**src/rtl/core/alps_pkg.sv**
```systemverilog
// ----------------------------------------------------------------------------
// alps_pkg
// Shared constants, types and helpers of the LED pixel serializer.
// ----------------------------------------------------------------------------
package alps_pkg;

  // Chain geometry.
  localparam int LED_COUNT    = 16;
  localparam int BITS_PER_LED = 24;
  localparam int PIXEL_SLOTS  = LED_COUNT * BITS_PER_LED;
  localparam int ADDR_W       = (LED_COUNT > 1) ? $clog2(LED_COUNT) : 1;
  localparam int PCNT_W       = $clog2(LED_COUNT + 1);
  localparam int BIT_W        = $clog2(BITS_PER_LED);
  localparam int SLOT_W       = $clog2(PIXEL_SLOTS + 1024);

  // Field widths.
  localparam int DUTY_W  = 16;
  localparam int TRAIL_W = 10;
  localparam int LEVEL_W = 8;
  localparam int BRIGHT_W = 4;
  localparam int PIXEL_W = 3 * LEVEL_W;

  // Special index that addresses every pixel.
  localparam logic [7:0] ALL_LEDS = 8'hFF;

  // Item kinds.
  localparam logic KIND_SET  = 1'b0;
  localparam logic KIND_TICK = 1'b1;

  // Register map (word index), APB bus shape.
  localparam int APB_ADDR_W = 4;
  localparam int APB_DATA_W = 32;
  localparam logic [1:0] REG_ONE_DUTY  = 2'd0;
  localparam logic [1:0] REG_ZERO_DUTY = 2'd1;
  localparam logic [1:0] REG_TRAILING  = 2'd2;

  // Register reset values.
  localparam logic [DUTY_W-1:0]  ONE_DUTY_RST  = 16'd67;
  localparam logic [DUTY_W-1:0]  ZERO_DUTY_RST = 16'd33;
  localparam logic [TRAIL_W-1:0] TRAILING_RST  = 10'd64;

  // Configuration values seen by the sequencer.
  typedef struct packed {
    logic [DUTY_W-1:0]  one_bit_duty;
    logic [DUTY_W-1:0]  zero_bit_duty;
    logic [TRAIL_W-1:0] trailing_words;
  } cfg_t;

  // Access request to the pixel store.
  typedef struct packed {
    logic               wr_en;
    logic [ADDR_W-1:0]  wr_addr;
    logic [PIXEL_W-1:0] wr_data;
    logic               rd_en;
    logic [ADDR_W-1:0]  rd_addr;
  } mem_req_t;

  // Registered read data of the pixel store.
  typedef struct packed {
    logic [PIXEL_W-1:0] data;
    logic               written;
  } mem_rsp_t;

  // Scale one color level: ((c + 1) >> 4) * tenths, kept to 8 bits.
  function automatic logic [LEVEL_W-1:0] scale_level(
    input logic [LEVEL_W-1:0]  c,
    input logic [BRIGHT_W-1:0] tenths
  );
    logic [LEVEL_W:0] inc;
    logic [4:0]       coarse;
    logic [8:0]       prod;
    inc    = {1'b0, c} + 9'd1;
    coarse = inc[8:4];
    prod   = 9'(coarse) * 9'(tenths);
    return prod[LEVEL_W-1:0];
  endfunction

endpackage

```
**src/rtl/core/alps_if.sv**
```systemverilog
// ----------------------------------------------------------------------------
// alps_in_if / alps_out_if
// Valid/ready channels carrying input words and result words.
// ----------------------------------------------------------------------------
interface alps_in_if;
  logic       valid;
  logic       ready;
  logic       kind;
  logic [7:0] led_index;
  logic [7:0] red;
  logic [7:0] green;
  logic [7:0] blue;
  logic [3:0] brightness;

  modport source (output valid, kind, led_index, red, green, blue, brightness,
                  input ready);
  modport sink   (input valid, kind, led_index, red, green, blue, brightness,
                  output ready);
endinterface

interface alps_out_if;
  logic        valid;
  logic        ready;
  logic [15:0] duty;
  logic        in_frame;
  logic        frame_end;

  modport source (output valid, duty, in_frame, frame_end, input ready);
  modport sink   (input valid, duty, in_frame, frame_end, output ready);
endinterface

```
**src/rtl/core/alps_cfg_regs.sv**
```systemverilog
// ----------------------------------------------------------------------------
// alps_cfg_regs
// APB register file holding the two bit duties and the trailing gap length.
// ----------------------------------------------------------------------------
module alps_cfg_regs (
  input  logic                           clk,
  input  logic                           rst,
  input  logic                           psel,
  input  logic                           penable,
  input  logic                           pwrite,
  input  logic [alps_pkg::APB_ADDR_W-1:0] paddr,
  input  logic [alps_pkg::APB_DATA_W-1:0] pwdata,
  output logic [alps_pkg::APB_DATA_W-1:0] prdata,
  output logic                           pready,
  output alps_pkg::cfg_t                 cfg
);
  import alps_pkg::*;

  logic       wr_access;
  logic [1:0] reg_idx;

  assign pready    = 1'b1;
  assign wr_access = psel && penable && pwrite;
  assign reg_idx   = paddr[3:2];

  // Register writes; unknown addresses are ignored.
  always_ff @(posedge clk) begin
    if (rst) begin
      cfg.one_bit_duty   <= ONE_DUTY_RST;
      cfg.zero_bit_duty  <= ZERO_DUTY_RST;
      cfg.trailing_words <= TRAILING_RST;
    end else if (wr_access) begin
      case (reg_idx)
        REG_ONE_DUTY:  cfg.one_bit_duty   <= pwdata[DUTY_W-1:0];
        REG_ZERO_DUTY: cfg.zero_bit_duty  <= pwdata[DUTY_W-1:0];
        REG_TRAILING:  cfg.trailing_words <= pwdata[TRAIL_W-1:0];
        default: ;
      endcase
    end
  end

  // Read-back mux.
  always_comb begin
    case (reg_idx)
      REG_ONE_DUTY:  prdata = {{(APB_DATA_W-DUTY_W){1'b0}}, cfg.one_bit_duty};
      REG_ZERO_DUTY: prdata = {{(APB_DATA_W-DUTY_W){1'b0}}, cfg.zero_bit_duty};
      REG_TRAILING:  prdata = {{(APB_DATA_W-TRAIL_W){1'b0}}, cfg.trailing_words};
      default:       prdata = '0;
    endcase
  end

endmodule

```
**src/rtl/core/alps_pixel_store.sv**
```systemverilog
// ----------------------------------------------------------------------------
// alps_pixel_store
// GRB pixel memory, one write and one registered read port per cycle.
// ----------------------------------------------------------------------------
module alps_pixel_store (
  input  logic               clk,
  input  logic               rst,
  input  alps_pkg::mem_req_t req,
  output alps_pkg::mem_rsp_t rsp
);
  import alps_pkg::*;

  logic [PIXEL_W-1:0] mem [LED_COUNT];
  logic [LED_COUNT-1:0] written;

  // Pixel data array and written flags: a pixel never written reads as dark.
  always_ff @(posedge clk) begin
    if (req.wr_en) begin
      mem[req.wr_addr] <= req.wr_data;
    end
    if (req.rd_en) begin
      rsp.data <= mem[req.rd_addr];
    end
    if (rst) begin
      written     <= '0;
      rsp.written <= 1'b0;
    end else begin
      if (req.wr_en) begin
        written[req.wr_addr] <= 1'b1;
      end
      if (req.rd_en) begin
        rsp.written <= written[req.rd_addr];
      end
    end
  end

endmodule

```
**src/rtl/core/alps_frame_seq.sv**
```systemverilog
// ----------------------------------------------------------------------------
// alps_frame_seq
// Item sequencer: pixel writes and fills, frame slot counting, result word.
// ----------------------------------------------------------------------------
module alps_frame_seq (
  input  logic               clk,
  input  logic               rst,
  alps_in_if.sink            in_ch,
  alps_out_if.source         out_ch,
  input  alps_pkg::cfg_t     cfg,
  output alps_pkg::mem_req_t req,
  input  alps_pkg::mem_rsp_t rsp
);
  import alps_pkg::*;

  typedef enum logic [2:0] {
    S_IDLE = 3'b001,
    S_FILL = 3'b010,
    S_OUT  = 3'b100
  } state_t;

  state_t state, state_next;

  // Frame state.
  logic              pending;
  logic              sending;
  logic [SLOT_W-1:0] slot;
  logic [PCNT_W-1:0] pix;
  logic [BIT_W-1:0]  bitc;

  // Pending write.
  logic [PIXEL_W-1:0] word;
  logic [ADDR_W-1:0]  fill_addr;
  logic               fill_all;

  // Tick captured for the output stage.
  logic             t_active;
  logic             t_pixel;
  logic             t_end;
  logic [BIT_W-1:0] t_bit;

  // Output register.
  logic              out_valid;
  logic [DUTY_W-1:0] out_duty;
  logic              out_frame;
  logic              out_end;

  logic               accept;
  logic               acc_set;
  logic               acc_tick;
  logic               start;
  logic               send_eff;
  logic [SLOT_W-1:0]  slot_eff;
  logic [PCNT_W-1:0]  pix_eff;
  logic [BIT_W-1:0]   bit_eff;
  logic               in_pixels;
  logic [SLOT_W-1:0]  last_slot;
  logic               end_now;
  logic [PIXEL_W-1:0] set_word;
  logic               idx_ok;
  logic               fill_done;
  logic               load_out;
  logic [BIT_W-1:0]   sel;
  logic               bit_val;
  logic [DUTY_W-1:0]  duty_calc;

  assign in_ch.ready = (state == S_IDLE);
  assign accept      = in_ch.valid && in_ch.ready;
  assign acc_set     = accept && (in_ch.kind == KIND_SET);
  assign acc_tick    = accept && (in_ch.kind == KIND_TICK);

  // Scaled GRB word of a set-color item.
  assign set_word = {scale_level(in_ch.green, in_ch.brightness),
                     scale_level(in_ch.red,   in_ch.brightness),
                     scale_level(in_ch.blue,  in_ch.brightness)};
  assign idx_ok   = (in_ch.led_index < 8'(LED_COUNT));

  // A tick starts a pending frame and already sends its first slot.
  assign start     = !sending && pending;
  assign send_eff  = sending || pending;
  assign slot_eff  = start ? '0 : slot;
  assign pix_eff   = start ? '0 : pix;
  assign bit_eff   = start ? '0 : bitc;
  assign in_pixels = (pix_eff < PCNT_W'(LED_COUNT));
  assign last_slot = SLOT_W'(PIXEL_SLOTS) + SLOT_W'(cfg.trailing_words) - SLOT_W'(1);
  assign end_now   = (slot_eff >= last_slot);

  assign fill_done = !fill_all || (fill_addr == ADDR_W'(LED_COUNT - 1));
  assign load_out  = (state == S_OUT) && (!out_valid || out_ch.ready);

  // Pixel store requests: fill writes and the live read of a tick.
  always_comb begin
    req.wr_en   = (state == S_FILL);
    req.wr_addr = fill_addr;
    req.wr_data = word;
    req.rd_en   = acc_tick && send_eff && in_pixels;
    req.rd_addr = pix_eff[ADDR_W-1:0];
  end

  // Sequencer state.
  always_comb begin
    state_next = state;
    case (state)
      S_IDLE: begin
        if (acc_tick) begin
          state_next = S_OUT;
        end else if (acc_set && ((in_ch.led_index == ALL_LEDS) || idx_ok)) begin
          state_next = S_FILL;
        end
      end
      S_FILL: begin
        if (fill_done) begin
          state_next = S_IDLE;
        end
      end
      S_OUT: begin
        if (load_out) begin
          state_next = S_IDLE;
        end
      end
      default: state_next = S_IDLE;
    endcase
  end

  always_ff @(posedge clk) begin
    if (rst) begin
      state <= S_IDLE;
    end else begin
      state <= state_next;
    end
  end

  // Frame counters and pending flag.
  always_ff @(posedge clk) begin
    if (rst) begin
      pending <= 1'b1;
      sending <= 1'b0;
      slot    <= '0;
      pix     <= '0;
      bitc    <= '0;
    end else if (acc_set) begin
      pending <= 1'b1;
    end else if (acc_tick && send_eff) begin
      if (start) begin
        pending <= 1'b0;
      end
      if (end_now) begin
        sending <= 1'b0;
        slot    <= '0;
        pix     <= '0;
        bitc    <= '0;
      end else begin
        sending <= 1'b1;
        slot    <= slot_eff + SLOT_W'(1);
        if (bit_eff == BIT_W'(BITS_PER_LED - 1)) begin
          bitc <= '0;
          if (in_pixels) begin
            pix <= pix_eff + PCNT_W'(1);
          end else begin
            pix <= pix_eff;
          end
        end else begin
          bitc <= bit_eff + BIT_W'(1);
          pix  <= pix_eff;
        end
      end
    end
  end

  // Write request and fill address.
  always_ff @(posedge clk) begin
    if (acc_set) begin
      word      <= set_word;
      fill_all  <= (in_ch.led_index == ALL_LEDS);
      fill_addr <= (in_ch.led_index == ALL_LEDS) ? '0 : in_ch.led_index[ADDR_W-1:0];
    end else if ((state == S_FILL) && !fill_done) begin
      fill_addr <= fill_addr + ADDR_W'(1);
    end
  end

  // Tick details kept until the read data is back.
  always_ff @(posedge clk) begin
    if (acc_tick) begin
      t_active <= send_eff;
      t_pixel  <= send_eff && in_pixels;
      t_end    <= send_eff && end_now;
      t_bit    <= bit_eff;
    end
  end

  // Bit select, MSB first within the GRB word.
  assign sel       = BIT_W'(BITS_PER_LED - 1) - t_bit;
  assign bit_val   = rsp.written && rsp.data[sel];
  assign duty_calc = !t_pixel ? '0 : (bit_val ? cfg.one_bit_duty : cfg.zero_bit_duty);

  // Output register.
  always_ff @(posedge clk) begin
    if (rst) begin
      out_valid <= 1'b0;
    end else if (load_out) begin
      out_valid <= 1'b1;
    end else if (out_ch.ready) begin
      out_valid <= 1'b0;
    end
  end

  always_ff @(posedge clk) begin
    if (load_out) begin
      out_duty  <= duty_calc;
      out_frame <= t_active;
      out_end   <= t_end;
    end
  end

  assign out_ch.valid     = out_valid;
  assign out_ch.duty      = out_duty;
  assign out_ch.in_frame  = out_frame;
  assign out_ch.frame_end = out_end;

  // The last word of a frame is always a frame word.
  a_end_in_frame: assert property (@(posedge clk) disable iff (rst)
    out_valid && out_end |-> out_frame)
    else $error("frame_end without in_frame");

  // Fill writes and tick reads never share a cycle.
  a_no_rw_clash: assert property (@(posedge clk) disable iff (rst)
    !(req.wr_en && req.rd_en))
    else $error("pixel store read and write in one cycle");

  // Fill address stays inside the chain.
  a_fill_range: assert property (@(posedge clk) disable iff (rst)
    state == S_FILL |-> fill_addr <= ADDR_W'(LED_COUNT - 1))
    else $error("fill address out of range");

  // A frame slot that does not end the frame advances the slot count by one.
  a_slot_step: assert property (@(posedge clk) disable iff (rst)
    acc_tick && send_eff && !end_now |=> slot == $past(slot_eff) + SLOT_W'(1))
    else $error("slot count did not advance");

endmodule

```
**src/rtl/core/addressable_led_pixel_serializer_top.sv**
```systemverilog
// ----------------------------------------------------------------------------
// addressable_led_pixel_serializer_top
// Pixel store and bit-slot serializer for a chain of addressable RGB LEDs.
// ----------------------------------------------------------------------------
// One word is taken at a time. A tick word reads the pixel memory through a
// registered read, and its result word is loaded into the output register
// once that register is free; a new word is accepted as soon as that result
// sits in the output register. A set-color word for one pixel writes one
// memory entry, one with an out-of-range index writes none, and a broadcast
// (index 255) fills all LED_COUNT entries, writing one entry per cycle.
// Registers: one_bit_duty at 0x0, zero_bit_duty at 0x4, trailing_words at 0x8.
// ----------------------------------------------------------------------------
module addressable_led_pixel_serializer_top (
  input  logic                           clk,
  input  logic                           rst,
  alps_in_if.sink                        in_ch,
  alps_out_if.source                     out_ch,
  input  logic                           psel,
  input  logic                           penable,
  input  logic                           pwrite,
  input  logic [alps_pkg::APB_ADDR_W-1:0] paddr,
  input  logic [alps_pkg::APB_DATA_W-1:0] pwdata,
  output logic [alps_pkg::APB_DATA_W-1:0] prdata,
  output logic                           pready
);
  import alps_pkg::*;

  cfg_t     cfg;
  mem_req_t req;
  mem_rsp_t rsp;

  // Configuration registers.
  alps_cfg_regs u_regs (
    .clk     (clk),
    .rst     (rst),
    .psel    (psel),
    .penable (penable),
    .pwrite  (pwrite),
    .paddr   (paddr),
    .pwdata  (pwdata),
    .prdata  (prdata),
    .pready  (pready),
    .cfg     (cfg)
  );

  // Pixel memory.
  alps_pixel_store u_store (
    .clk (clk),
    .rst (rst),
    .req (req),
    .rsp (rsp)
  );

  // Sequencer and output stage.
  alps_frame_seq u_seq (
    .clk    (clk),
    .rst    (rst),
    .in_ch  (in_ch),
    .out_ch (out_ch),
    .cfg    (cfg),
    .req    (req),
    .rsp    (rsp)
  );

endmodule
```
**src/flat_wrapper.sv**
```systemverilog
// flat-port wrapper written by rule: the top's interface ports become plain ports
module addressable_led_pixel_serializer_top_flat import alps_pkg::*;
  (clk, rst, psel, penable, pwrite, paddr, pwdata, prdata, pready, in_ch_valid, in_ch_kind, in_ch_led_index, in_ch_red, in_ch_green, in_ch_blue, in_ch_brightness, in_ch_ready, out_ch_valid, out_ch_duty, out_ch_in_frame, out_ch_frame_end, out_ch_ready);
  alps_in_if in_ch_i ();
  alps_out_if out_ch_i ();
  input  logic clk;
  input  logic rst;
  input  logic psel;
  input  logic penable;
  input  logic pwrite;
  input  logic [alps_pkg::APB_ADDR_W-1:0] paddr;
  input  logic [alps_pkg::APB_DATA_W-1:0] pwdata;
  output logic [alps_pkg::APB_DATA_W-1:0] prdata;
  output logic pready;
  input wire logic [$bits(in_ch_i.valid)-1:0] in_ch_valid;
  input wire logic [$bits(in_ch_i.kind)-1:0] in_ch_kind;
  input wire logic [$bits(in_ch_i.led_index)-1:0] in_ch_led_index;
  input wire logic [$bits(in_ch_i.red)-1:0] in_ch_red;
  input wire logic [$bits(in_ch_i.green)-1:0] in_ch_green;
  input wire logic [$bits(in_ch_i.blue)-1:0] in_ch_blue;
  input wire logic [$bits(in_ch_i.brightness)-1:0] in_ch_brightness;
  output wire logic [$bits(in_ch_i.ready)-1:0] in_ch_ready;
  output wire logic [$bits(out_ch_i.valid)-1:0] out_ch_valid;
  output wire logic [$bits(out_ch_i.duty)-1:0] out_ch_duty;
  output wire logic [$bits(out_ch_i.in_frame)-1:0] out_ch_in_frame;
  output wire logic [$bits(out_ch_i.frame_end)-1:0] out_ch_frame_end;
  input wire logic [$bits(out_ch_i.ready)-1:0] out_ch_ready;
  assign in_ch_i.valid = in_ch_valid;
  assign in_ch_i.kind = in_ch_kind;
  assign in_ch_i.led_index = in_ch_led_index;
  assign in_ch_i.red = in_ch_red;
  assign in_ch_i.green = in_ch_green;
  assign in_ch_i.blue = in_ch_blue;
  assign in_ch_i.brightness = in_ch_brightness;
  assign in_ch_ready = in_ch_i.ready;
  assign out_ch_valid = out_ch_i.valid;
  assign out_ch_duty = out_ch_i.duty;
  assign out_ch_in_frame = out_ch_i.in_frame;
  assign out_ch_frame_end = out_ch_i.frame_end;
  assign out_ch_i.ready = out_ch_ready;
  addressable_led_pixel_serializer_top u_core (.clk(clk), .rst(rst), .in_ch(in_ch_i), .out_ch(out_ch_i), .psel(psel), .penable(penable), .pwrite(pwrite), .paddr(paddr), .pwdata(pwdata), .prdata(prdata), .pready(pready));
endmodule
```
**config.mk**
```make
export PLATFORM = sky130hd
export DESIGN_NAME = addressable_led_pixel_serializer_top_flat
export DESIGN_NICKNAME = d
export VERILOG_FILES = /design/src/rtl/core/alps_pkg.sv /design/src/rtl/core/alps_if.sv /design/src/rtl/core/alps_cfg_regs.sv /design/src/rtl/core/alps_pixel_store.sv /design/src/rtl/core/alps_frame_seq.sv /design/src/rtl/core/addressable_led_pixel_serializer_top.sv /design/src/flat_wrapper.sv
export SDC_FILE = /design/constraint.sdc
export NUM_CORES = 1
export LEC_CHECK = 0
export BUFFER_PORTS_ARGS = -buffer_cell sky130_fd_sc_hd__buf_2
export CAP_MARGIN = 5
export CELL_PAD_IN_SITES_DETAIL_PLACEMENT = 1
export CELL_PAD_IN_SITES_GLOBAL_PLACEMENT = 1
export CORE_MARGIN = 5
export CORE_UTILIZATION = 35
export CTS_CLUSTER_SIZE = 24
export DETAILED_ROUTE_END_ITERATION = 10
export GPL_TIMING_DRIVEN = 0
export PLACE_DENSITY_LB_ADDON = 0.1
export SLEW_MARGIN = 30
export SYNTH_ARGS = -nofsm -noshare
export SYNTH_HDL_FRONTEND = slang
export SYNTH_SLANG_ARGS = --single-unit
```
**constraint.sdc**
```tcl
create_clock -name clk -period 10.6 [get_ports clk]
set_input_delay 1.59 -clock clk [delete_from_list [all_inputs] [get_ports clk]]
set_output_delay 1.59 -clock clk [all_outputs]
set_load 0.1 [all_outputs]
```
; Word level (Yosys, flattened, before mapping)
; Memories as Yosys holds them, arrays and structs flattened. A register that Yosys moved wholly into a read port is not among the register bits.
; Cells that the tools add are included.
[op_classes]
n_addsub = 10
n_mul = 3
order_cmp = 7
eq_ne = 11
muxes = 30
n_bitwise = 3
n_reduce_logical = 33
[ops]
columns = op, count
row1 = $pmux W16 S3, 1
row2 = $mux W5, 7
row3 = $add A8 B1 Y9 const B, 3
row4 = $mul A5 B4 Y8, 3
row5 = $mux W11, 2
row6 = $mux W16, 1
row7 = $or A16 B16 Y16, 1
row8 = $logic_and A1 B1 Y1, 15
row9 = $mux W3, 4
row10 = $mux W4, 3
row11 = $add A11 B1 Y11 const B, 1
row12 = $add A9 B10 Y11 const A, 1
row13 = $ge A11 B11 Y1, 1
row14 = $sub A11 B1 Y11 const B, 1
row15 = $add A5 B1 Y5 const B, 2
row16 = $lt A4 B5 Y1 const B, 2
row17 = $reduce_and A2 Y1, 5
row18 = $pmux W3 S3, 1
row19 = $eq A8 B8 Y1 const B, 1
row20 = $lt A8 B5 Y1 const B, 1
row21 = $mux W1, 8
row22 = $lt A5 B6 Y1 const B, 1
row23 = $bmux W1 S5, 1
row24 = $eq A5 B5 Y1 const B, 1
row25 = other kinds (21), 30
[totals]
ff_bits = 141
ram_bits = 384
inputBits = 80
output_inout_bits = 53
elab_cells = 120
memories = 1
[memory_table]
columns = name, words, width, read_ports, rd_clocked_by_memory_dff, wr, line
row1 = u_core.u_store.mem, 16, 24, 1, 1, 1, alps_pixel_store.sv:13  ; logic [PIXEL_W-1:0] mem [LED_COUNT];

; Longest topological paths before layout
; Gate-level depths: netlist of the first run.
[depth]
word_depth = 7
depth_mapped = 14
ltp_nobuf = 14

; By module
; Synthesis of the first run repeated with hierarchy kept, for this count alone.
[hier_totals]
hier_cells = 1463
area_unflattened_um2 = 23887.9
[by_module_without_submodules]
columns = mod, instances, cells_per_inst, area_per_inst_um2, seq_area_each_um2
row1 = alps_pixel_store, 1, 641, 15870.2, 12592.1
row2 = alps_frame_seq, 1, 592, 5841.9, 2192.1
row3 = alps_cfg_regs, 1, 230, 2175.8, 840.8

; Least setup slack after synthesis of the first run
; No wires, ideal clock.
[synth_timing]
path_kind = in2out
start = input port paddr[3] in the netlist's numbering
end = output port prdata[6] in the netlist's numbering
arrival_ns = 4.569
t_required_ns = 9.010
slack_ns = 4.441
cell_stages = 4
path_buffers = 2
cell_sequence = buf_1 buf_1 mux2i_1 o21ai_0
[synth_between]
elab_chain_len = 2
word_cells_on_any_way = 4
classes_between = eq/ne (2) / mux (1) / reduce/logical (1)
[synth_rtl]
columns = item, line
row1 = from (decl), flat_wrapper.sv:11  ; input logic [alps_pkg::APB_ADDR_W-1:0] paddr;
row2 = "$eq A2 B2 Y1, or another cell as far along", alps_cfg_regs.sv:44  ; case (reg_idx)
row3 = $pmux W16 S3 (*), alps_cfg_regs.sv:44
row4 = to (decl), flat_wrapper.sv:13  ; output logic [alps_pkg::APB_DATA_W-1:0] prdata;
; Mark *: on every way between the ends. The rest lies on a longest branch, timed or not.

; Final worst setup path of the first run
; Ends and elaborated chain as after synthesis.

==> flow_summary_export.csv, run 1 <==
group,metric,value,unit
run_status,outcome,"complete, no violations",
floorplanning,die_y,275,um
pwr,p_int,3.76,mW
clock_network,postCtsHoldBufs,0,
grt,antenna_found_initial,0,
clock_network,cts_buffers,66,
sta,post-route-period-util,0.493,
layout,final_cell_mix,"edfxtp_1 (463), nand2_1 (305), a21oi_1 (114)",
layout,area_growth,17.8,%
critical_path,crit_slowest_cell,"buf_1",
sta,finalSetupViolations,0,
critical_path,crit_path_end_kind,"primary output",
detailed_routing,drc,0,
critical_path,crit_family,"buffers and inverters",
pwr,p_per_area,169,nW/um^2
clock_network,postCtsSetupBuffers,0,
layout,final_common_cell,"edfxtp_1",
sta,fmaxAchievable,191,MHz
critical_path,path_buf_inv,4,
detailed_routing,wl_per_cell,22.8,um
sta,rsz0062_at_grt,"no",
clock_network,clk_latency,0.60,ns
layout,post-route-util,0.415,
pwr,leakagePower,10.1,nW
grt,grt_overflow,0,
critical_path,worst_ep_arrival_time,3.64,ns
clock_network,ctsRootBufferMaster,"clkbuf_16",
yosys,synth_top_flop_cell,"edfxtp_1",
floorplanning,initial_core_util,0.352,
critical_path,required,9.01,ns
critical_path,cpPeakStageDelay,0.53,ns
detailed_routing,drt_pre_antenna_iters,5,
yosys,async_flop_share,0,
yosys,synth.distinct_cells,59,
place,gp_congestion,0.827,
floorplanning,io_pins,133,
floorplanning,rows,97,
grt,grt_first_pass_wirelength,111,mm
pwr,power,4.90,mW
clock_network,cts_sinks,549,
sta,report.final.hold_viol_count,0,
yosys,yosys_register_bits,549,
yosys,synth_cells,2008,
clock_network,cts_resized,0,
sta,slew_headroom,0.422,
detailed_routing,num_vias,16800,
yosys,synthDominantAreaCellType,"edfxtp_1",
pwr,switching_share,0.231,
yosys,post_synth.cell_area_avg,12.3,um^2
place,hpwlAfterDp,53.1,mm
floorplanning,die_area,75800,um^2
yosys,ys_warn_count,0,
layout,drive_gt1_frac,0.146,
grt,grt_max_degree,30,
grt,grt_pass1_vias,17800,
sta,fin_skew,0.0252,ns
pwr,ir_worst_vdd,0.0000803,V
clock_network,cts.path.max_buffers,3,
place,pre_cts_ws,5.34,ns
sta,worst_pin_slew,0.867,ns
pwr,clockPowerShare,0.445,
yosys,synth_area_leaders,"edfxtp_1 (56%), dfxtp_1 (7.0%), nand2_1 (4.6%), nor2b_1 (2.9%), ha_1 (2.6%)",
clock_network,cts_max_level,3,
worst_hold_path,hold_class,"register to register",
pwr,power.switching,1.13,mW
yosys,synth_edf_count,463,
floorplanning,die_width,275,um
yosys,syn_area,24600,um^2
place,io_buffers,96,
yosys,yosys.area.top_type_share,0.564,
layout,nNetsFinal,2366,
yosys,synth_seq_area_share,0.634,
sta,fin_ws,5.37,ns
detailed_routing,postRouteAntennaNets,0,
critical_path,worstSetupStartpointType,"input pin",
clock_network,path_clk_slew,0.06,ns
sta,slew_violations,0,
critical_path,cp_cell_sequence,"buf_2 > buf_1 > buf_1 > mux2i_1 > o21ai_0 > buf_2",
detailed_routing,routed_wl,73.1,mm
flow_run,drv_cap,0,
pwr,combPwrFrac,0.058,
sta,setup-tns-final,0,ns
detailed_routing,vias_per_cell,5.24,
sta,finalCriticalPeriod,5.23,ns
critical_path,path_class,"input pin to primary output",
pwr,seqPwrFrac,0.497,
floorplanning,coreArea,69900,um^2
detailed_routing,drtIter0Drc,1090,
clock_network,cts_tree,"done",
critical_path,cp_max_fo,10,
grt,groute.usage.overall,0.191,
[cell families after synthesis]
group / synth area share
buffers and inverters: 0.0325
AOI/OAI and AO/OA: 0.108
muxes: 0.0464
DFF: 0.634
xor gates and xnor gates: 0.0156
adders and majority gates: 0.0410
and+or+nand+nor: 0.122
other: 0.000305
[synthesized netlist by cell type, types with 50 or more instances]
cell type	count
a211oi_1	50
dfxtp_1	86
ha_1	52
mux2_2	51
o21ai_0	111
nor2b_1	113
nor2_1	69
edfxtp_1	463
a21oi_1	114
clkbuf_1	89
nand3_1	53
nand2_1	305
[path summary, 6_finish.rpt]
path / startpoint / to / slack [ns] / depth (start not counted)
hold reg to reg: u_core.u_seq.t_active / u_core.u_seq.out_ch.in_frame / 0.42 / 0
setup reg to reg: u_core.u_seq.sending / u_core.u_seq.slot[8] / 6.26 / 13
setup / recovery: paddr[3] / prdata[6] / 5.37 / 6
hold / removal: u_core.u_seq.t_active / u_core.u_seq.out_ch.in_frame / 0.42 / 0
[sequential cells by signal (all words and copies together) (netlist names)]
signal,cells
u_core.u_store.rsp,25
u_core.u_seq.out_ch.frame_end,1
u_core.u_seq.state,3
u_core.u_seq.slot,11
u_core.u_store.mem,384
u_core.u_seq.t_active,1
u_core.u_regs.cfg,42
u_core.u_seq.t_pixel,1
u_core.u_seq.out_ch.duty,16
u_core.u_seq.t_bit,5
u_core.u_seq.word,24
u_core.u_seq.t_end,1
u_core.u_seq.bitc,5
u_core.u_seq.pix,5
u_core.u_seq.fill_addr,4
u_core.u_seq.pending,1
u_core.u_seq.fill_all,1
u_core.u_seq.out_ch.valid,1
u_core.u_store.written,16
u_core.u_seq.out_ch.in_frame,1
u_core.u_seq.sending,1
[per-stage QoR]
step	hold slack [ns]	cell area, um^2	std cells
after detailed placement	0.406	27000	3088
after global placement	0.404	26400	3059
after CTS	0.421	29000	3206
after global routing	0.438	29000	3206
final	0.419	29000	3207
after floorplan	0.400	24700	2023
[final cells by class]
class,count,area (um^2)
sequential,549,15600
fill,7422,40900
tap,940,1180
buffer,139,613
multi-input combinational,1285,8400
clock inverter,25,253
timing repair buffer,125,962
antenna,1,2.50
inverter,50,188
clock buffer,93,1820
[power by group through the flow]
stage / sequential (mW) / clock [mW] / combinational (mW)
4_1_cts: 2.44 / 2.24 / 0.288
5_1_grt: 2.44 / 2.33 / 0.316
6_report: 2.44 / 2.18 / 0.284
3_3_place_gp: 2.48 / 0 / 0.275
2_1_floorplan: 2.45 / 0 / 0.191
3_5_place_dp: 2.48 / 0 / 0.286
[per-layer routing]
metal | part of all wire | wire (um) | GRT usage
met5 | 0 | 0 | 0
met2 | 0.50 | 36300 | 0.330
met4 | 0.018 | 1290 | 0.0477
met3 | 0.035 | 2600 | 0.0250
met1 | 0.45 | 32900 | 0.258
Note: power is estimated with default switching activity, not from simulation.
==> inputs of run 2 (changes only) <==
- ABC_AREA: unset -> 1
- clock period: 10.6 -> 5.3 ns (I/O delays scaled with it)
==> flow_summary_export.csv, run 2 <==
group,metric,value,unit
critical_path,required,5.67,ns
critical_path,worstSetupStartpointType,"input pin",
detailed_routing,drt_pre_antenna_iters,5,
pwr,ir_worst_vdd,0.000235,V
detailed_routing,drtIter0Drc,1124,
place,io_buffers,95,
sta,finalSetupViolations,0,
grt,grt_max_degree,27,
yosys,synth_top_flop_cell,"edfxtp_1",
critical_path,path_buf_inv,3,
yosys,ys_warn_count,0,
yosys,async_flop_share,0,
yosys,synth_commonest_cells,"nor2_1 (471), edfxtp_1 (463), nand2_1 (252)",
layout,nNetsFinal,2642,
grt,grt_pass1_vias,18800,
critical_path,r2r_setup_slack,1.90,ns
yosys,yosys.area.top_type_share,0.568,
floorplanning,die_width,274,um
detailed_routing,num_vias,17800,
critical_path,crit_top_cell,"nand2_1",
sta,slew_headroom,0.356,
critical_path,worst_ep_arrival_time,4.19,ns
critical_path,crit_path_end_kind,"register",
clock_network,cts_resized,0,
clock_network,cts.path.max_buffers,3,
layout,fin_area,28600,um^2
sta,setup-tns-final,0,ns
clock_network,cts_sinks,549,
worst_hold_path,hold_class,"input pin to register",
critical_path,cp_max_fo,6,
floorplanning,die_y,274,um
grt,grt_overflow,0,
yosys,synth_area_leaders,"edfxtp_1 (57%), nor2_1 (7.2%), dfxtp_1 (7.0%), nand2_1 (3.9%), o21ai_0 (3.5%)",
floorplanning,coreArea,69700,um^2
floorplanning,die_area,75300,um^2
clock_network,postCtsHoldBufs,0,
place,gp_congestion,0.828,
clock_network,cts_max_level,2,
layout,reg.largest.list,"u_core.u_store.mem x384, u_core.u_regs.cfg x42, u_core.u_store.rsp x25",
critical_path,cp_cell_sequence,"buf_2 > nand4_1 > nor2_1 > nand2_1 > nor2_1 > nand2_1 > nand2_1 > nor2_1 > fa_1 > inv_1 > fa_1 > inv_1 > ha_1 > a21oi_1 > nand2_1 > a21o_1 > a21oi_1 > nand3b_1 > nand2_1",
floorplanning,rows,97,
floorplanning,initial_core_util,0.351,
pwr,leakagePower,10.8,nW
yosys,synth_edf_count,463,
run_status,outcome,"complete, no violations",
yosys,synth.distinct_cells,38,
floorplanning,io_pins,133,
place,dp.cells,3371,
sta,rsz0062_at_grt,"no",
yosys,synth_cells,2290,
pwr,p_per_area,328,nW/um^2
sta,fmaxAchievable,262,MHz
sta,slew_violations,0,
sta,worst_pin_slew,0.966,ns
layout,final_cell_mix,"edfxtp_1 (463), nor2_1 (457), nand2_1 (252), o21ai_0 (170), inv_1 (140)",
clock_network,cts_buffers,59,
sta,fin_skew,0.0132,ns
clock_network,postCtsSetupBuffers,0,
layout,drive_gt1_frac,0.130,
sta,whs,0.448,ns
clock_network,ctsRootBufferMaster,"clkbuf_16",
clock_network,cts_tree,"done",
layout,finalNonFillerCells,3481,
sta,post-route-period-util,0.721,
grt,grt_first_pass_wirelength,119,mm
grt,antenna_found_initial,1,
layout,fillers,7748,
layout,area_growth,17.1,%
detailed_routing,postRouteAntennaNets,0,
critical_path,cpPeakStageDelay,0.53,ns
place,placed_cell_area,26800,um^2
detailed_routing,vias_per_cell,5.10,
layout,largest_register_ffs,384,
clock_network,clk_latency,0.62,ns
yosys,syn_area,24500,um^2
critical_path,path_class,"input pin to register",
detailed_routing,routed_wl,79.8,mm
critical_path,crit_slowest_cell,"fa_1",
layout,top_register,"u_core.u_store.mem",
yosys,synth_seq_area_share,0.639,
clock_network,path_clk_slew,0.06,ns
sta,report.final.hold_viol_count,0,
critical_path,crit_family,"adder cells",
yosys,post_synth.cell_area_avg,10.7,um^2
sta,finalCriticalPeriod,3.82,ns
yosys,yosysMostFrequentCell,"nor2_1",
yosys,yosys_register_bits,549,
flow_run,drv_cap,0,
place,hpwlAfterDp,57.3,mm
grt,groute.usage.overall,0.210,
yosys,synthDominantAreaCellType,"edfxtp_1",
detailed_routing,drc,0,
layout,final_common_cell,"edfxtp_1",
detailed_routing,wl_per_cell,22.9,um
==> run 2: changes by cell type in the layout (fill, tap and decap cells not counted), moves of 69 or more <==
| cell | before | now |
|---|---|---|
| nand3_1 | 53 | 122 |
| o21ai_1 | 2 | 98 |
| inv_1 | 48 | 140 |
| nor2_1 | 56 | 457 |
| o211ai_1 | 4 | 90 |
| nor2b_1 | 112 | 0 |
==> run 2: final timing paths <==
check                            startpoint                         to  depth (start not counted)
hold / removal                    pwdata[5]      u_core.u_regs.cfg[15]                          3
hold reg to reg   u_core.u_store.written[9]  u_core.u_store.written[9]                          2
setup / recovery             in_ch_green[1]      u_core.u_seq.word[23]                         19
setup reg to reg       u_core.u_regs.cfg[0]       u_core.u_seq.slot[7]                         15
==> run 2: cells by family (layout without fill, tap and decap cells) <==
kind of cell	after synthesis	in the layout	synth area share
other	2	18	0.000307
adders and majority gates	70	70	0.0413
and+or+nand+nor	904	904	0.152
buffers and inverters	285	520	0.0527
AOI/OAI and AO/OA	456	456	0.106
DFF	549	549	0.639
xor gates and xnor gates	24	24	0.00859
==> run 2: through the flow <==
stage / power [mW] / setup slack [ns] / util
global route: 9.74 / 1.09 / 0.411
CTS: 9.49 / 1.48 / 0.411
detailed placement: 5.51 / 0.797 / 0.385
finish: 9.39 / 1.48 / 0.411
global placement: 5.48 / -0.345 / 0.376
floorplan: 5.28 / 1.21 / -
==> run 2: power breakdown <==
part | switching (mW) | internal, mW
registers | 0.111 | 4.76
logic | 0.384 | 0.151
clock network | 1.74 | 2.24
total | 2.23 | 7.15
==> run 2: worst min-delay path, cell delays in order <==
cell     delay [ns]
buf_2          0.12
nand2_1        0.06
nand3_1        0.05
==> run 2: routing by layer <==
| layer | global-route usage | part of all wire | routed length, um |
|---|---|---|---|
| met1 | 0.277 | 0.44 | 35000 |
| met2 | 0.377 | 0.51 | 40500 |
| met3 | 0.0210 | 0.035 | 2800 |
| met4 | 0.0441 | 0.019 | 1550 |
| met5 | 0 | 0 | 0 |
==> run 2: cell type report <==
type                    count  area, um^2  share of cell area
diodes                      1        2.50           0.0000874
clock buffers              69        1520              0.0532
plain buffers             133         718              0.0251
well taps                 940        1180              0.0411
multi-input cells        1471        7730               0.270
repair buffers            126         990              0.0346
clock inverters            40         304              0.0106
flip-flops and latches    549       15600               0.546
inverters                 152         571              0.0199
==> inputs of run 3 (changes only) <==
- clock period: 5.3 -> 4 ns (I/O delays scaled with it)
==> flow_summary_export.csv, run 3 (same netlist as run 2, synthesis figures left out) <==
group,metric,value,unit
grt,grt_overflow,0,
sta,slew_headroom,0.357,
pwr,switching_share,0.238,
floorplanning,coreArea,69700,um^2
pwr,seqPwrFrac,0.519,
layout,largest_register_ffs,384,
clock_network,cts.path.max_buffers,3,
grt,antenna_found_initial,1,
layout,area_growth,17.1,%
clock_network,cts_max_level,2,
sta,report.final.hold_viol_count,0,
layout,finalNonFillerCells,3481,
place,dp.cells,3371,
pwr,p_per_area,434,nW/um^2
clock_network,cts_buffers,59,
clock_network,path_clk_slew,0.06,ns
critical_path,path_class,"input pin to register",
critical_path,cp_max_fo,6,
layout,post-route-util,0.411,
pwr,leakagePower,10.8,nW
floorplanning,io_pins,133,
clock_network,cts_tree,"done",
grt,grt_first_pass_wirelength,119,mm
detailed_routing,drtIter0Drc,1106,
detailed_routing,wl_per_cell,22.9,um
critical_path,worst_ep_arrival_time,3.99,ns
sta,whs,0.252,ns
pwr,power.switching,2.96,mW
worst_hold_path,min_path_cells,3,
layout,final_common_cell,"edfxtp_1",
grt,grt_pass1_vias,18800,
sta,rsz0062_at_grt,"no",
place,hpwlAfterDp,57.3,mm
sta,slew_violations,0,
detailed_routing,num_vias,17800,
detailed_routing,drc,0,
floorplanning,initial_core_util,0.351,
critical_path,required,4.37,ns
detailed_routing,postRouteAntennaNets,0,
grt,groute.usage.overall,0.210,
detailed_routing,routed_wl,79.8,mm
layout,final_cell_mix,"edfxtp_1 (463), nor2_1 (456), nand2_1 (252), o21ai_0 (170), inv_1 (140)",
critical_path,crit_path_end_kind,"register",
worst_hold_path,holdPathEnd,"u_core.u_regs.cfg[26]",
layout,fillers,7747,
critical_path,worstSetupStartpointType,"input pin",
place,gp_congestion,0.828,
floorplanning,die_y,274,um
floorplanning,die_width,274,um
clock_network,ctsRootBufferMaster,"clkbuf_16",
clock_network,cts_sinks,549,
layout,reg.largest.list,"u_core.u_store.mem x384, u_core.u_regs.cfg x42, u_core.u_store.rsp x25",
floorplanning,die_area,75300,um^2
pwr,clockPowerShare,0.424,
sta,fin_skew,0.0134,ns
worst_hold_path,min-delay-start,"pwdata[0]",
floorplanning,rows,97,
critical_path,reg2regPathDepth,15,
layout,nNetsFinal,2642,
pwr,combPwrFrac,0.057,
run_status,outcome,"complete, no violations",
detailed_routing,drt_pre_antenna_iters,5,
critical_path,r2r_setup_slack,0.60,ns
pwr,p_int,9.48,mW
critical_path,r2r-start,"u_core.u_regs.cfg[0]",
place,io_buffers,95,
pwr,ir_worst_vdd,0.000312,V
critical_path,timing.rr.end,"u_core.u_seq.slot[7]",
clock_network,postCtsHoldBufs,0,
layout,drive_gt1_frac,0.130,
flow_run,drv_cap,0,
worst_hold_path,hold_class,"input pin to register",
sta,fmaxAchievable,276,MHz
clock_network,clk_latency,0.62,ns
detailed_routing,vias_per_cell,5.10,
sta,post-route-period-util,0.905,
sta,worst_pin_slew,0.965,ns
sta,finalSetupViolations,0,
layout,top_register,"u_core.u_store.mem",
sta,finalCriticalPeriod,3.62,ns
grt,grt_max_degree,27,
[run 3: cell type report]
type	instances	area, um^2	share of cell area
Antenna cell	1	2.50	0.0000874
Clock buffer	69	1520	0.0532
Clock inverter	40	304	0.0106
Timing Repair Buffer	126	990	0.0346
Sequential cell	549	15600	0.546
Inverter	152	571	0.0199
Multi-Input combinational cell	1471	7730	0.270
Buffer	133	718	0.0251
Tap cell	940	1180	0.0411
[run 3: worst max path at each step]
stage,slack [ns],start,endpoint,depth (start not counted)
after floorplan,0.19,in_ch_red[0],u_core.u_seq.word[15],17
after global placement,-1.65,u_core.u_seq.state[1],u_core.u_store.mem[7][3],4
after detailed placement,-0.31,in_ch_red[3],u_core.u_seq.word[15],18
after CTS,0.37,in_ch_red[3],u_core.u_seq.word[15],18
after global routing,0.07,in_ch_red[3],u_core.u_seq.word[15],18
final,0.38,in_ch_red[3],u_core.u_seq.word[15],18
[run 3: metrics by stage]
step | setup TNS, ns | power (mW) | cell area, um^2 | setup slack, ns
after floorplan | 0 | 6.99 | 24500 | 0.186
final | 0 | 12.4 | 28600 | 0.380
after global routing | 0 | 12.9 | 28600 | 0.0747
after CTS | 0 | 12.6 | 28600 | 0.371
after global placement | -115.20 | 7.26 | 26200 | -1.65
after detailed placement | -0.740 | 7.30 | 26800 | -0.308
[run 3: repair_timing]
item	4_1_cts	5_1_grt
buffers inserted	0	0
gates resized for setup	0	1
endpoints found under the setup margin	0	1
[run 3: worst max-delay path, stage by stage]
cell,delay (ns)
buf_2,0.08
nand4_1,0.11
nor2_1,0.16
nand2_1,0.12
nor2_1,0.36
xnor2_1,0.26
nor2_1,0.11
fa_1,0.50
inv_1,0.05
fa_1,0.53
inv_1,0.04
ha_1,0.34
a21oi_1,0.14
nand2_1,0.09
a21o_1,0.16
a21oi_1,0.15
nand3b_1,0.13
nand2_1,0.05
[run 3: power groups by stage]
stage | Sequential (mW) | Combinational [mW] | Clock (mW)
finish | 6.46 | 0.710 | 5.27
global route | 6.47 | 0.789 | 5.65
CTS | 6.46 | 0.721 | 5.39
detailed placement | 6.58 | 0.717 | 0
global placement | 6.57 | 0.690 | 0
floorplan | 6.50 | 0.487 | 0
[run 3: routing by layer]
| metal | global-route usage | routed length [um] | part of all wire |
|---|---|---|---|
| met1 | 0.277 | 35100 | 0.44 |
| met2 | 0.377 | 40400 | 0.51 |
| met3 | 0.0210 | 2620 | 0.033 |
| met4 | 0.0441 | 1550 | 0.019 |
| met5 | 0 | 0 | 0 |
